$ cat config.mk
export PLATFORM = sky130hd
export DESIGN_NAME = round_robin_task_scheduler
export DESIGN_NICKNAME = d
export VERILOG_FILES = /design/src/rtl/rrts_pkg.sv /design/src/rtl/rrts_ctrl.sv /design/src/rtl/rrts_dp.sv /design/src/rtl/round_robin_task_scheduler.sv
export SDC_FILE = /design/constraint.sdc
export NUM_CORES = 1
export LEC_CHECK = 0
export BUFFER_PORTS_ARGS = -buffer_cell sky130_fd_sc_hd__buf_2
export CAP_MARGIN = 20
export CORE_ASPECT_RATIO = 0.8
export CORE_MARGIN = 2
export CORE_UTILIZATION = 45
export CTS_CLUSTER_SIZE = 24
export DETAILED_ROUTE_END_ITERATION = 12
export GPL_TIMING_DRIVEN = 0
export REMOVE_ABC_BUFFERS = 1
export SLEW_MARGIN = 20
export SYNTH_ARGS = -nofsm -noshare
export SYNTH_HDL_FRONTEND = slang
export SYNTH_SLANG_ARGS = --single-unit
export TNS_END_PERCENT = 10
$ cat constraint.sdc
create_clock -name clk -period 11.8 [get_ports clk]
set_input_delay 1.18 -clock clk [delete_from_list [all_inputs] [get_ports clk]]
set_output_delay 1.18 -clock clk [all_outputs]
set_load 0.02 [all_outputs]
$ cat src/rtl/rrts_pkg.sv
`timescale 1ns / 1ps
// ----------------------------------------------------------------------------
// rrts_pkg
// shared types and codes for the round-robin task scheduler
// ----------------------------------------------------------------------------
package rrts_pkg;
  localparam logic [2:0] CMD_CREATE   = 3'd0;
  localparam logic [2:0] CMD_TEARDOWN = 3'd1;
  localparam logic [2:0] CMD_RELEASE  = 3'd2;
  localparam logic [2:0] CMD_SCHEDULE = 3'd3;
  localparam logic [2:0] CMD_BLOCK    = 3'd4;
  localparam logic [2:0] CMD_WAKE     = 3'd5;

  localparam logic [2:0] STS_OK          = 3'd0;
  localparam logic [2:0] STS_FULL        = 3'd1;
  localparam logic [2:0] STS_EMPTY_SLOT  = 3'd2;
  localparam logic [2:0] STS_NOT_BLOCKED = 3'd3;
  localparam logic [2:0] STS_NOT_RUNNING = 3'd4;

  localparam logic [1:0] ST_READY   = 2'd0;
  localparam logic [1:0] ST_RUNNING = 2'd1;
  localparam logic [1:0] ST_BLOCKED = 2'd2;

  // controller to datapath
  typedef struct packed {
    logic load;      // capture command word
    logic scan_init; // reset scan counter, prepare read
    logic scan_step; // evaluate current entry, advance
    logic finish;    // apply single-slot updates and emit
    logic clear;     // clearing pass write
  } rrts_cmd_t;

  // datapath to controller
  typedef struct packed {
    logic needs_scan;
    logic scan_done;
    logic clear_done;
  } rrts_sts_t;
endpackage

$ cat src/rtl/rrts_ctrl.sv
`timescale 1ns / 1ps
// ----------------------------------------------------------------------------
// rrts_ctrl
// command sequencer: clear pass, load, scan, finish
// ----------------------------------------------------------------------------
module rrts_ctrl (
  input  logic              clk,
  input  logic              rst,
  input  logic              start,
  output logic              busy,
  output rrts_pkg::rrts_cmd_t cmd,
  input  rrts_pkg::rrts_sts_t sts
);
  import rrts_pkg::*;

  localparam logic [2:0] S_CLEAR = 3'd0;
  localparam logic [2:0] S_IDLE  = 3'd1;
  localparam logic [2:0] S_PREP  = 3'd2;
  localparam logic [2:0] S_SCAN  = 3'd3;
  localparam logic [2:0] S_FIN   = 3'd4;

  logic [2:0] state, state_next;

  always_ff @(posedge clk) begin
    if (rst) state <= S_CLEAR;
    else     state <= state_next;
  end

  always_comb begin
    state_next = state;
    cmd = '0;
    busy = 1'b1;
    case (state)
      S_CLEAR: begin
        cmd.clear = 1'b1;
        if (sts.clear_done) state_next = S_IDLE;
      end
      S_IDLE: begin
        busy = 1'b0;
        if (start) begin
          cmd.load = 1'b1;
          state_next = S_PREP;
        end
      end
      S_PREP: begin
        cmd.scan_init = 1'b1;
        state_next = sts.needs_scan ? S_SCAN : S_FIN;
      end
      S_SCAN: begin
        cmd.scan_step = 1'b1;
        if (sts.scan_done) state_next = S_FIN;
      end
      S_FIN: begin
        cmd.finish = 1'b1;
        state_next = S_IDLE;
      end
      default: state_next = S_IDLE;
    endcase
  end
endmodule

$ cat src/rtl/rrts_dp.sv
`timescale 1ns / 1ps
// ----------------------------------------------------------------------------
// rrts_dp
// task table memory, per-cpu registers and scan datapath
// ----------------------------------------------------------------------------
module rrts_dp #(
  parameter int NUM_SLOTS = 128,
  parameter int NUM_CPUS  = 8
) (
  input  logic              clk,
  input  logic              rst,
  input  rrts_pkg::rrts_cmd_t cmd,
  output rrts_pkg::rrts_sts_t sts,
  input  logic [2:0]        command,
  input  logic [2:0]        cpu_id,
  input  logic [6:0]        slot,
  output logic              strobe,
  output logic [2:0]        status_code,
  output logic [6:0]        chosen_slot,
  output logic              went_idle
);
  import rrts_pkg::*;

  localparam int SW = (NUM_SLOTS > 1) ? $clog2(NUM_SLOTS) : 1;
  localparam int CW = (NUM_CPUS > 1) ? $clog2(NUM_CPUS) : 1;
  localparam int EW = 7; // used, state(2), bound, owner(3)

  // entry: {used, state, bound, owner}
  logic [EW-1:0] mem [NUM_SLOTS];
  logic [EW-1:0] rd;
  logic [SW-1:0] raddr;
  logic          we;
  logic [SW-1:0] waddr;
  logic [EW-1:0] wdata;

  logic [6:0] cur_slot [NUM_CPUS];
  logic [NUM_CPUS-1:0] cpu_idle;
  logic [SW-1:0] scan_ptr;

  logic [2:0] op;
  logic [2:0] cpu;
  logic [6:0] tslot;
  logic [SW:0] cnt;      // entries evaluated
  logic [SW-1:0] idx;    // address being read
  logic        found;
  logic [SW-1:0] found_idx;
  logic [SW-1:0] free_idx;
  logic        free_found;
  logic        cur_fixed;  // schedule: current task already returned to ready
  logic        cpu_ok;
  logic [CW-1:0] cpu_c;
  logic        tslot_ok;
  logic [SW-1:0] tslot_c;
  logic [6:0]  cur;
  logic        cur_ok;
  logic [SW-1:0] cur_c;
  logic        sched_cur;
  logic [1:0]  eff_st;

  assign cpu_ok   = {29'd0, cpu} < NUM_CPUS;
  assign cpu_c    = cpu[CW-1:0];
  assign tslot_ok = {25'd0, tslot} < NUM_SLOTS;
  assign tslot_c  = SW'(tslot);
  assign cur      = cur_slot[cpu_c];
  assign cur_ok   = {25'd0, cur} < NUM_SLOTS;
  assign cur_c    = SW'(cur);

  always_ff @(posedge clk) begin
    if (we) mem[waddr] <= wdata;
    rd <= mem[raddr];
  end

  // entry fields of registered read
  logic       e_used, e_bound;
  logic [1:0] e_st;
  logic [2:0] e_own;
  assign e_used  = rd[6];
  assign e_st    = rd[5:4];
  assign e_bound = rd[3];
  assign e_own   = rd[2:0];

  assign sts.needs_scan = (op == CMD_CREATE) || (cpu_ok &&
                          (op == CMD_RELEASE || op == CMD_SCHEDULE));
  assign sts.clear_done = (cnt == (SW+1)'(NUM_SLOTS - 1));
  // registered read: address leads evaluation
  logic       rd_valid;
  logic [SW-1:0] rd_idx;
  assign sts.scan_done = rd_valid && ((cnt == (SW+1)'(NUM_SLOTS - 1)) ||
                         (op == CMD_CREATE && !e_used) ||
                         (op == CMD_SCHEDULE && e_used && eff_st == ST_READY &&
                          (!e_bound || e_own == cpu)));

  function automatic logic [SW-1:0] wrap_inc(input logic [SW-1:0] v);
    logic [SW:0] s;
    s = {1'b0, v} + 1'b1;
    wrap_inc = (s == (SW+1)'(NUM_SLOTS)) ? '0 : s[SW-1:0];
  endfunction

  // read address selection
  always_comb begin
    raddr = idx;
    if (cmd.load) raddr = (command == CMD_SCHEDULE) ? SW'(cur_slot[cpu_id[CW-1:0]]) :
                                                       SW'(slot);
    else if (cmd.scan_init) raddr = (op == CMD_SCHEDULE) ? scan_ptr :
                                    (op == CMD_BLOCK) ? cur_c :
                                    (op == CMD_TEARDOWN || op == CMD_WAKE) ? tslot_c : '0;
    else if (cmd.scan_step) raddr = wrap_inc(idx);
  end

  // scan stage write (release unbinds the cpu's bound entries other than its running current)
  logic scan_we;
  logic [EW-1:0] scan_wd;
  always_comb begin
    scan_we = 1'b0;
    scan_wd = rd;
    if (cmd.scan_step && rd_valid) begin
      if (op == CMD_RELEASE && e_used && e_bound && e_own == cpu &&
          !(!cpu_idle[cpu_c] && cur_c == rd_idx && cur_ok)) begin
        scan_we = 1'b1;
        scan_wd = {e_used, e_st, 1'b0, 3'd0};
      end
    end
  end

  // schedule current entry in ready state: treat running current as ready
  assign sched_cur = !cur_fixed && !cpu_idle[cpu_c] && cur_ok && cur_c == rd_idx;

  // finish stage decisions
  logic [2:0] f_code;
  logic [6:0] f_chosen;
  logic       f_idle;
  logic       f_we;
  logic [SW-1:0] f_wa;
  logic [EW-1:0] f_wd;
  always_comb begin
    f_code = STS_OK; f_chosen = '0; f_idle = 1'b0;
    f_we = 1'b0; f_wa = tslot_c; f_wd = rd;
    case (op)
      CMD_CREATE: begin
        if (free_found) begin
          f_chosen = 7'(free_idx);
          f_we = 1'b1; f_wa = free_idx; f_wd = {1'b1, ST_READY, 1'b0, 3'd0};
        end else f_code = STS_FULL;
      end
      CMD_TEARDOWN: begin
        if (!tslot_ok || !e_used) f_code = STS_EMPTY_SLOT;
        else begin f_we = 1'b1; f_wd = '0; end
      end
      CMD_SCHEDULE: begin
        if (!cpu_ok) f_code = STS_NOT_RUNNING;
        else if (found) begin
          f_chosen = 7'(found_idx);
          f_we = 1'b1; f_wa = found_idx;
          f_wd = {1'b1, ST_RUNNING, 1'b1, cpu};
        end else f_idle = 1'b1;
      end
      CMD_BLOCK: begin
        if (!cpu_ok || cpu_idle[cpu_c] || !cur_ok || !e_used || e_st != ST_RUNNING)
          f_code = STS_NOT_RUNNING;
        else begin
          f_we = 1'b1; f_wa = cur_c; f_wd = {rd[6], ST_BLOCKED, rd[3:0]};
        end
      end
      CMD_WAKE: begin
        if (!tslot_ok || !e_used) f_code = STS_EMPTY_SLOT;
        else if (e_st != ST_BLOCKED) f_code = STS_NOT_BLOCKED;
        else begin f_we = 1'b1; f_wd = {rd[6], ST_READY, rd[3:0]}; end
      end
      default: ;
    endcase
  end

  // schedule returns the running current task to ready before the scan
  logic fix_we;
  assign fix_we = cmd.scan_init && op == CMD_SCHEDULE && cpu_ok && !cpu_idle[cpu_c] &&
                  cur_ok && e_used && e_st == ST_RUNNING;

  always_comb begin
    we = 1'b0; waddr = '0; wdata = '0;
    if (cmd.clear) begin we = 1'b1; waddr = cnt[SW-1:0]; end
    else if (fix_we) begin we = 1'b1; waddr = cur_c; wdata = {rd[6], ST_READY, rd[3:0]}; end
    else if (scan_we) begin we = 1'b1; waddr = rd_idx; wdata = scan_wd; end
    else if (cmd.scan_step && op == CMD_SCHEDULE && rd_valid && sched_cur &&
             e_used && e_st == ST_RUNNING) begin
      we = 1'b1; waddr = rd_idx; wdata = {rd[6], ST_READY, rd[3:0]};
    end
    else if (cmd.finish) begin we = f_we; waddr = f_wa; wdata = f_wd; end
  end

  // effective state of scanned entry for schedule
  assign eff_st = (sched_cur && e_used && e_st == ST_RUNNING) ? ST_READY : e_st;

  always_ff @(posedge clk) begin
    if (rst) begin
      strobe <= 1'b0;
      cnt <= '0;
      scan_ptr <= '0;
      cpu_idle <= '1;
      rd_valid <= 1'b0;
      for (int c = 0; c < NUM_CPUS; c++) cur_slot[c] <= '0;
    end else begin
      strobe <= cmd.finish;
      if (cmd.clear) cnt <= cnt + 1'b1;
      if (cmd.load) begin
        op <= command; cpu <= cpu_id; tslot <= slot;
      end
      if (cmd.scan_init) begin
        cnt <= '0;
        idx <= raddr;
        rd_valid <= sts.needs_scan;
        found <= 1'b0; free_found <= 1'b0;
        cur_fixed <= 1'b0;
      end
      if (cmd.scan_step) begin
        idx <= raddr;
        cnt <= cnt + 1'b1;
        rd_idx <= raddr;
        if (op == CMD_CREATE && !e_used) begin
          free_found <= 1'b1; free_idx <= rd_idx;
        end
        if (op == CMD_SCHEDULE && e_used && eff_st == ST_READY &&
            (!e_bound || e_own == cpu)) begin
          found <= 1'b1; found_idx <= rd_idx;
        end
        if (sts.scan_done) rd_valid <= 1'b0;
      end
      if (cmd.scan_init) rd_idx <= raddr;
      if (cmd.finish) begin
        status_code <= f_code; chosen_slot <= f_chosen; went_idle <= f_idle;
        if (op == CMD_TEARDOWN && tslot_ok && e_used)
          for (int c = 0; c < NUM_CPUS; c++)
            if (!cpu_idle[c] && cur_slot[c] == tslot) begin
              cpu_idle[c] <= 1'b1; cur_slot[c] <= '0;
            end
        if (op == CMD_SCHEDULE && cpu_ok) begin
          if (found) begin
            cur_slot[cpu_c] <= 7'(found_idx);
            cpu_idle[cpu_c] <= 1'b0;
            scan_ptr <= wrap_inc(found_idx);
          end else begin
            cur_slot[cpu_c] <= '0;
            cpu_idle[cpu_c] <= 1'b1;
          end
        end
      end
    end
  end
endmodule

$ cat src/rtl/round_robin_task_scheduler.sv
`timescale 1ns / 1ps
// ----------------------------------------------------------------------------
// round_robin_task_scheduler
// task table with per-cpu current task and round-robin affinity scheduling
// ----------------------------------------------------------------------------
// create, release and schedule walk the table one slot a cycle (release and schedule
//   only for a valid cpu); teardown, block and wake read a single entry and finish
// throughput: one command at a time, busy high until its word is emitted
// reset: a clearing pass writes every table entry to zero, busy high
// results are strobed for one cycle and cannot be stalled
module round_robin_task_scheduler #(
  parameter int NUM_SLOTS = 128,
  parameter int NUM_CPUS  = 8
) (
  input  logic       clk,
  input  logic       rst,
  input  logic       start,
  output logic       busy,
  input  logic [2:0] command,
  input  logic [2:0] cpu_id,
  input  logic [6:0] slot,
  output logic       strobe,
  output logic [2:0] status_code,
  output logic [6:0] chosen_slot,
  output logic       went_idle
);
  import rrts_pkg::*;

  rrts_cmd_t cmd; // sequencer commands
  rrts_sts_t sts; // datapath status

  rrts_ctrl u_ctrl (
    .clk(clk), .rst(rst), .start(start), .busy(busy), .cmd(cmd), .sts(sts)
  );

  // table memory, cpu registers and scan pointer live in the datapath
  rrts_dp #(.NUM_SLOTS(NUM_SLOTS), .NUM_CPUS(NUM_CPUS)) u_dp (
    .clk(clk), .rst(rst), .cmd(cmd), .sts(sts),
    .command(command), .cpu_id(cpu_id), .slot(slot),
    .strobe(strobe), .status_code(status_code),
    .chosen_slot(chosen_slot), .went_idle(went_idle)
  );
endmodule

== Yosys cells after proc, flatten, opt, wreduce, memory -nomap -nowiden ==
Memories as Yosys holds them, arrays and structs flattened. A register that Yosys moved wholly into a read port is not among the register bits.
Cells that the tools add are included.
Operators by class
  $add $sub $neg: 3
  bitwise operators: 13
  $mul: 0
  muxes and demuxes: 167
  magnitude comparators: 2
  eq/ne operators: 29
  reduce and logical (&&, ||, !) cells: 65
  shift operators: 0
  divide/modulo/power cells: 0
Operators with widths (number)
  $mux W7: 41
  $mux W1: 94
  $mux W8: 8
  $eq A7 B7 Y1: 9
  $pmux W7 S5: 1
  $logic_and A1 B1 Y1: 32
  $pmux W3 S4: 2
  $mux W3: 7
  $pmux W7 S3: 1
  $mux W6: 3
  $add A7 B1 Y8 const B: 2
  $eq A8 B8 Y1 const B: 2
  $eq A3 B2 Y1 const B: 5
  $pmux W7 S2: 1
  $logic_not A1 Y1: 12
  $reduce_and A3 Y1: 4
  $eq A3 B3 Y1 const B: 3
  $or A1 B1 Y1: 9
  $add A8 B1 Y8 const B: 1
  $and A8 B8 Y8: 1
  $eq A8 B7 Y1 const B: 1
  $logic_or A1 B1 Y1: 8
  $mux W2: 4
  $mux W4: 2
  19 further kinds: 26
Word-level totals
  memories: 2
  memory bits (writable): 952
  output and inout port bits: 13
  latch bits: 0
  register bits after elaboration: 82
  memory bits (read-only): 0
Memories
  u_dp.mem: depth 128, width 7, read ports 1, clocked after memory_dff 1, write ports 1, RTL line rrts_dp.sv:29  | logic [EW-1:0] mem [NUM_SLOTS];
  u_dp.cur_slot: depth 8, width 7, read ports 10, clocked after memory_dff 1, write ports 8, RTL line rrts_dp.sv:36  | logic [6:0] cur_slot [NUM_CPUS];

== Longest topological paths before layout ==
  depth after elaboration: 14
  gate-level depth with buffers: 17

== Hierarchy ==
Synthesis repeated with hierarchy kept, for this count alone.
Second synthesis, totals
  cell total of the unflattened synthesis: 3416
  area total of the unflattened synthesis: 44616.5 um^2
By module, submodules not included
  rrts_dp: instances 1, sequential area each 30699.4 um^2, area an instance 44433.9 um^2, cells an instance 3393
  rrts_ctrl: instances 1, sequential area each 60.1 um^2, area an instance 182.7 um^2, cells an instance 23

== Worst setup path after synthesis ==
OpenSTA, ideal clock, no wires.
  path type: reg-to-reg
  start point: register u_ctrl.state[2]
  end point: memory u_dp.mem[0][6], data pin
  clock period less this slack: 7881 ps
  arrival: 6684 ps
  data required time: 10603 ps
  cell stages (with the launch flop): 8
  library setup time: 1197 ps
  slack: 3919 ps
  cells stage by stage: dfxtp_1 clkbuf_1 clkbuf_1 and2_1 clkbuf_1 buf_1 o21ai_0 o21ai_0
Between the ends
  cells in the longest elaborated chain, start to end: 11
  elaborated cells between the ends (all ways): 24
  classes of those cells: 3 x eq/ne; 10 x mux; 11 x reduce/logical
Ends and longest elaborated chain
  start, declared: RTL line rrts_ctrl.sv:22  | logic [2:0] state, state_next;
  start signal, assigned: RTL line rrts_ctrl.sv:26  | else state <= state_next;
  $eq A3 B2 Y1: RTL line rrts_ctrl.sv:33  | case (state)
  $mux W1: RTL line rrts_ctrl.sv:33
  $logic_and A1 B1 Y1 (4 in series): RTL line rrts_dp.sv:183  | else if (cmd.scan_step && op == CMD_SCHEDULE && rd_valid && sched_cur &&
  $logic_and A1 B1 Y1: RTL line rrts_dp.sv:184  | e_used && e_st == ST_RUNNING) begin
  $mux W7: RTL line rrts_dp.sv:183
  $mux W7: RTL line rrts_dp.sv:182  | else if (scan_we) begin we = 1'b1; waddr = rd_idx; wdata = scan_wd; end
  $mux W7: RTL line rrts_dp.sv:181  | else if (fix_we) begin we = 1'b1; waddr = cur_c; wdata = {rd[6], ST_READY, rd[3:0]}; end
  $mux W7 (*): RTL line rrts_dp.sv:180  | if (cmd.clear) begin we = 1'b1; waddr = cnt[SW-1:0]; end
  named net u_dp.wdata[6]: RTL line rrts_dp.sv:34  | logic [EW-1:0] wdata;
  end, declared: RTL line rrts_dp.sv:29
Mark *: on every way through the listed nets, which the timed path passes. The rest lies on a longest branch.

== Worst setup path in the final report ==
  start point: input port cpu_id[0]
  end point: register u_dp.rd[5] (read register of u_dp.mem)
Between the ends
  cells in the longest elaborated chain, start to end: 3
Ends and longest elaborated chain
  start, declared: RTL line round_robin_task_scheduler.sv:20  | input logic [2:0] cpu_id,
  $mem_v2 Z8 W7
  $mux W7 (2 in series): RTL line rrts_dp.sv:102  | if (cmd.load) raddr = (command == CMD_SCHEDULE) ? SW'(cur_slot[cpu_id[CW-1:0]]) :
  end, declared: RTL line rrts_dp.sv:30  | logic [EW-1:0] rd;
No other way between the ends.
A chain may end at the register's enable or synchronous reset.

==> key figures <==
Status
  – Status: finished, final reports clean

Timing
  – Post-route setup slack: approximately 5100 ps
  – Crit share post-route: about 57%
  – Clock skew: 39.99 ps
  – Setup TNS: 0 ps
  – F_max: about 150 MHz
  – Count of final max-slew check failures: 0
  – Worst-Margin Slew: ~1200 ps
  – Endpoints failing hold: 0
  – Hold Worst Slack: just over 500 ps
  – Worst slew margin: a little over a fifth
  – Final setup viols: 0
  – Min Tclk post-route: ~6700 ps
  – RSZ-0062 raised after global routing: false

Layout
  – Post-layout util: approximately half
  – Final Net Count: ~3.0k
  – Fraction of layout cells with a size suffix above 1: around an eighth
  – Layout area overhead: 13.21%

Floorplanning
  – Num ports: 29
  – Row count: 103
  – Die footprint: 101400 um2
  – Die W: 355.4 um
  – Die height: about 290 um
  – CORE AREA: between 90000 and 100000 um2
  – Starting Density: 45.22%

Worst setup path
  – Critical path endpoint category: flop
  – Kind of critical path: input port to flop
  – CP Max Fanout: 84
  – Arrival @ worst endpoint: 7230 ps
  – Startpoint types: input port
  – Required time worst endpoint: around 12000 ps

Synth
  – Ys flop type: edfxtp_1
  – Yosys top cell area share: about 67%
  – Synth Instances: 2988
  – Mux cell area share after synthesis: between 10% and 20%
  – Dominant cell type by area after synthesis: edfxtp_1
  – Library cells used by synthesis: 81
  – Most frequent cell after synthesis: edfxtp_1
  – Simple-gate share of the synthesized area: ~7.2%
  – Syn_area_per_cell: ~15 um2
  – Synth Area in XOR/XNOR: 1.556%
  – Seq/Total Area, Yosys: between 60% and 70%
  – Complex-gate fraction of the synthesized area: about 6.4%
  – Synth cell count leaders: 999 x edfxtp_1, 459 x mux2i_1, 294 x nor2_1, 176 x nand2_1, 93 x o22ai_1
  – Synthesized area: roughly 44000 um2
  – Adder-cell share of the synthesized area: less than 1%
  – Post-synth EDFFs: around 1000
  – Yosys synthesis warning count: 0
  – Main combinational cell family by area after synthesis: multiplexers
  – Synthesized flop and latch total: 1037
  – Synth async-reset ratio: 0%
  – Synth top area cells: edfxtp_1 67%, mux2i_1 10%, nor2_1 2.5%, dfxtp_1 1.7%, mux2_2 1.7%

GRT
  – GR Util All Layers: a little under a quarter
  – Vias in the first global route: around 26k
  – First-pass GRT wire length: between 150 and 200 mm
  – Global route overflow: 0
  – Initial antenna violation count: 0
  – Largest net degree at the start of global routing: 85

Power
  – Seq pwr share: between 50% and 60%
  – Net Sw Frac: 19.96%
  – P_sw: ~1500 uW
  – Internal power: between 5000 and 6000 uW
  – VDD IR max: between 0.1 and 0.15 mV
  – P_leak: about 0.017 uW
  – Clk pwr share: between 40% and 50%
  – PwrDens: between 100 and 150 nW/um2
  – Power share of the combinational group: between 1 and 1.5%

Routing
  – Via count: ~26k
  – Remaining DRCs: 0
  – Routed wire length per instance: ~26 um
  – Drt initial violations: 3031
  – ANT nets after route: 0
  – DR pass1 iterations: 6
  – Routed WL: about 120 mm
  – Vias/cell: between 5 and 6

Place
  – DP HPWL: ~79 mm
  – Post-Place Worst Slack: about 4600 ps
  – Gp weighted congestion: roughly 0.93
  – Port-buffer cells: 28

Flow run
  – Max-cap violations: 0

Clock tree
  – CTS tree: done
  – Num Clock Sinks: 1037
  – Clock Latency Late Sink: a little under 700 ps
  – Clock buffer depth: 3
  – CTS resizes: 0
  – Reg clk slew, reported paths: about 60 ps
  – CTS Buf Count: slightly above 100
  – Post-CTS Setup Inserts: 0
  – H-tree Lvls: 3
  – CTS hold repair buffers: 0
  – Clock Tree Root: clkbuf_16

Worst hold path
  – HP Class: flop to flop
-- state kept, by name, summed over array words and instances, names as in the netlist, 7 cells and up, named ones only --
name	cells
u_dp.scan_ptr	7
u_dp.found_idx	7
u_dp.cur_slot	56
u_dp.cnt	8
u_dp.tslot	7
u_dp.idx	7
u_dp.cpu_idle	8
u_dp.mem	896
u_dp.rd	7
u_dp.free_idx	7
u_dp.chosen_slot	7
-- cells by family (layout without fill, tap and decap cells) --
family	after synthesis	after routing
flops	1037	1037
simple gates	707	707
mux	554	554
compound gates	411	411
buf+inv	196	296
xor+xnor	79	79
fa+ha+maj	4	4
other cells	0	1
-- per-layer routing --
metal | global-route usage (%) | vias to the layer above | part of all wire (%)
met5 | 0 | - | 0
met4 | 5.794 | 0 | 2.3
met3 | 5.760 | 184 | 9.2
met2 | 33.17 | 1115 | 43
met1 | 33.58 | 13207 | 45
li1 | - | 11646 | -
-- power groups by stage --
| stage | combinational (uW) | clock [uW] | sequential, uW |
|---|---|---|---|
| floorplan | 53.3 | 0 | 4080 |
| global placement | 93.1 | 0 | 4090 |
| detailed placement | 95.7 | 0 | 4090 |
| CTS | 95.9 | 3270 | 4010 |
| global route | 103 | 3410 | 4010 |
| finish | 98.5 | 3220 | 4010 |
-- placed cells by master, fill, tap and decap left out, types with 13 or more instances in the layout --
master     count
buf_2         29
a211oi_1      45
o21bai_1      14
a21oi_1       47
clkbuf_1      23
mux4_2        21
a31oi_1       13
clkinv_2      22
o22a_1        15
nand3_1       32
inv_1         17
o21ai_0       60
buf_12        23
mux2_2        66
or3_1         14
clkinv_1      13
o22ai_1       93
clkbuf_16    105
buf_16        32
nor3_1        58
edfxtp_1     999
nor2b_1       18
xor2_1        58
nor2_1       291
a311oi_1      27
xnor2_1       21
nor4_1        17
nand4_1       20
mux2i_1      459
nand2_1      170
dfxtp_1       38
-- path summary, 6_finish.rpt --
kind	start	end	slack (ps)	cells past startpoint
setup / recovery	cpu_id[0]	u_dp.rd[5]	5110	13
hold / removal	u_dp.cpu_idle[4]	u_dp.cpu_idle[4]	510	2
setup reg to reg	u_ctrl.state[0]	u_dp.rd[5]	5190	14
hold reg to reg	u_dp.cpu_idle[4]	u_dp.cpu_idle[4]	510	2
-- through the flow --
step | cell area [um2] | cells | power (uW)
after floorplan | 43640 | 2812 | 4135
after global placement | 45420 | 4152 | 4182
after detailed placement | 46960 | 4211 | 4186
after CTS | 50290 | 4400 | 7373
after global routing | 50340 | 4400 | 7528
final | 50340 | 4401 | 7332
-- area by class of cell --
cell class	count	area, um2
multi-input combinational	1755	13010
fill	8029	47990
sequential	1037	30760
clock buffer	132	2769
tap	1312	1642
inverter	20	80.08
antenna	1	2.502
clock inverter	57	559.3
timing repair buffer	87	1520
-- critical path, cell delays in order --
cell and delay [ps]:
buf_2 430, mux4_2 550, nor2b_1 140, a211oi_1 440
o22a_4 670, buf_16 310, buf_16 270, nand2_4 570
o22ai_1 860, nor3_1 120, or4_1 540, or4_1 510
nor4b_2 440
Power figures use the tool's default switching activity.
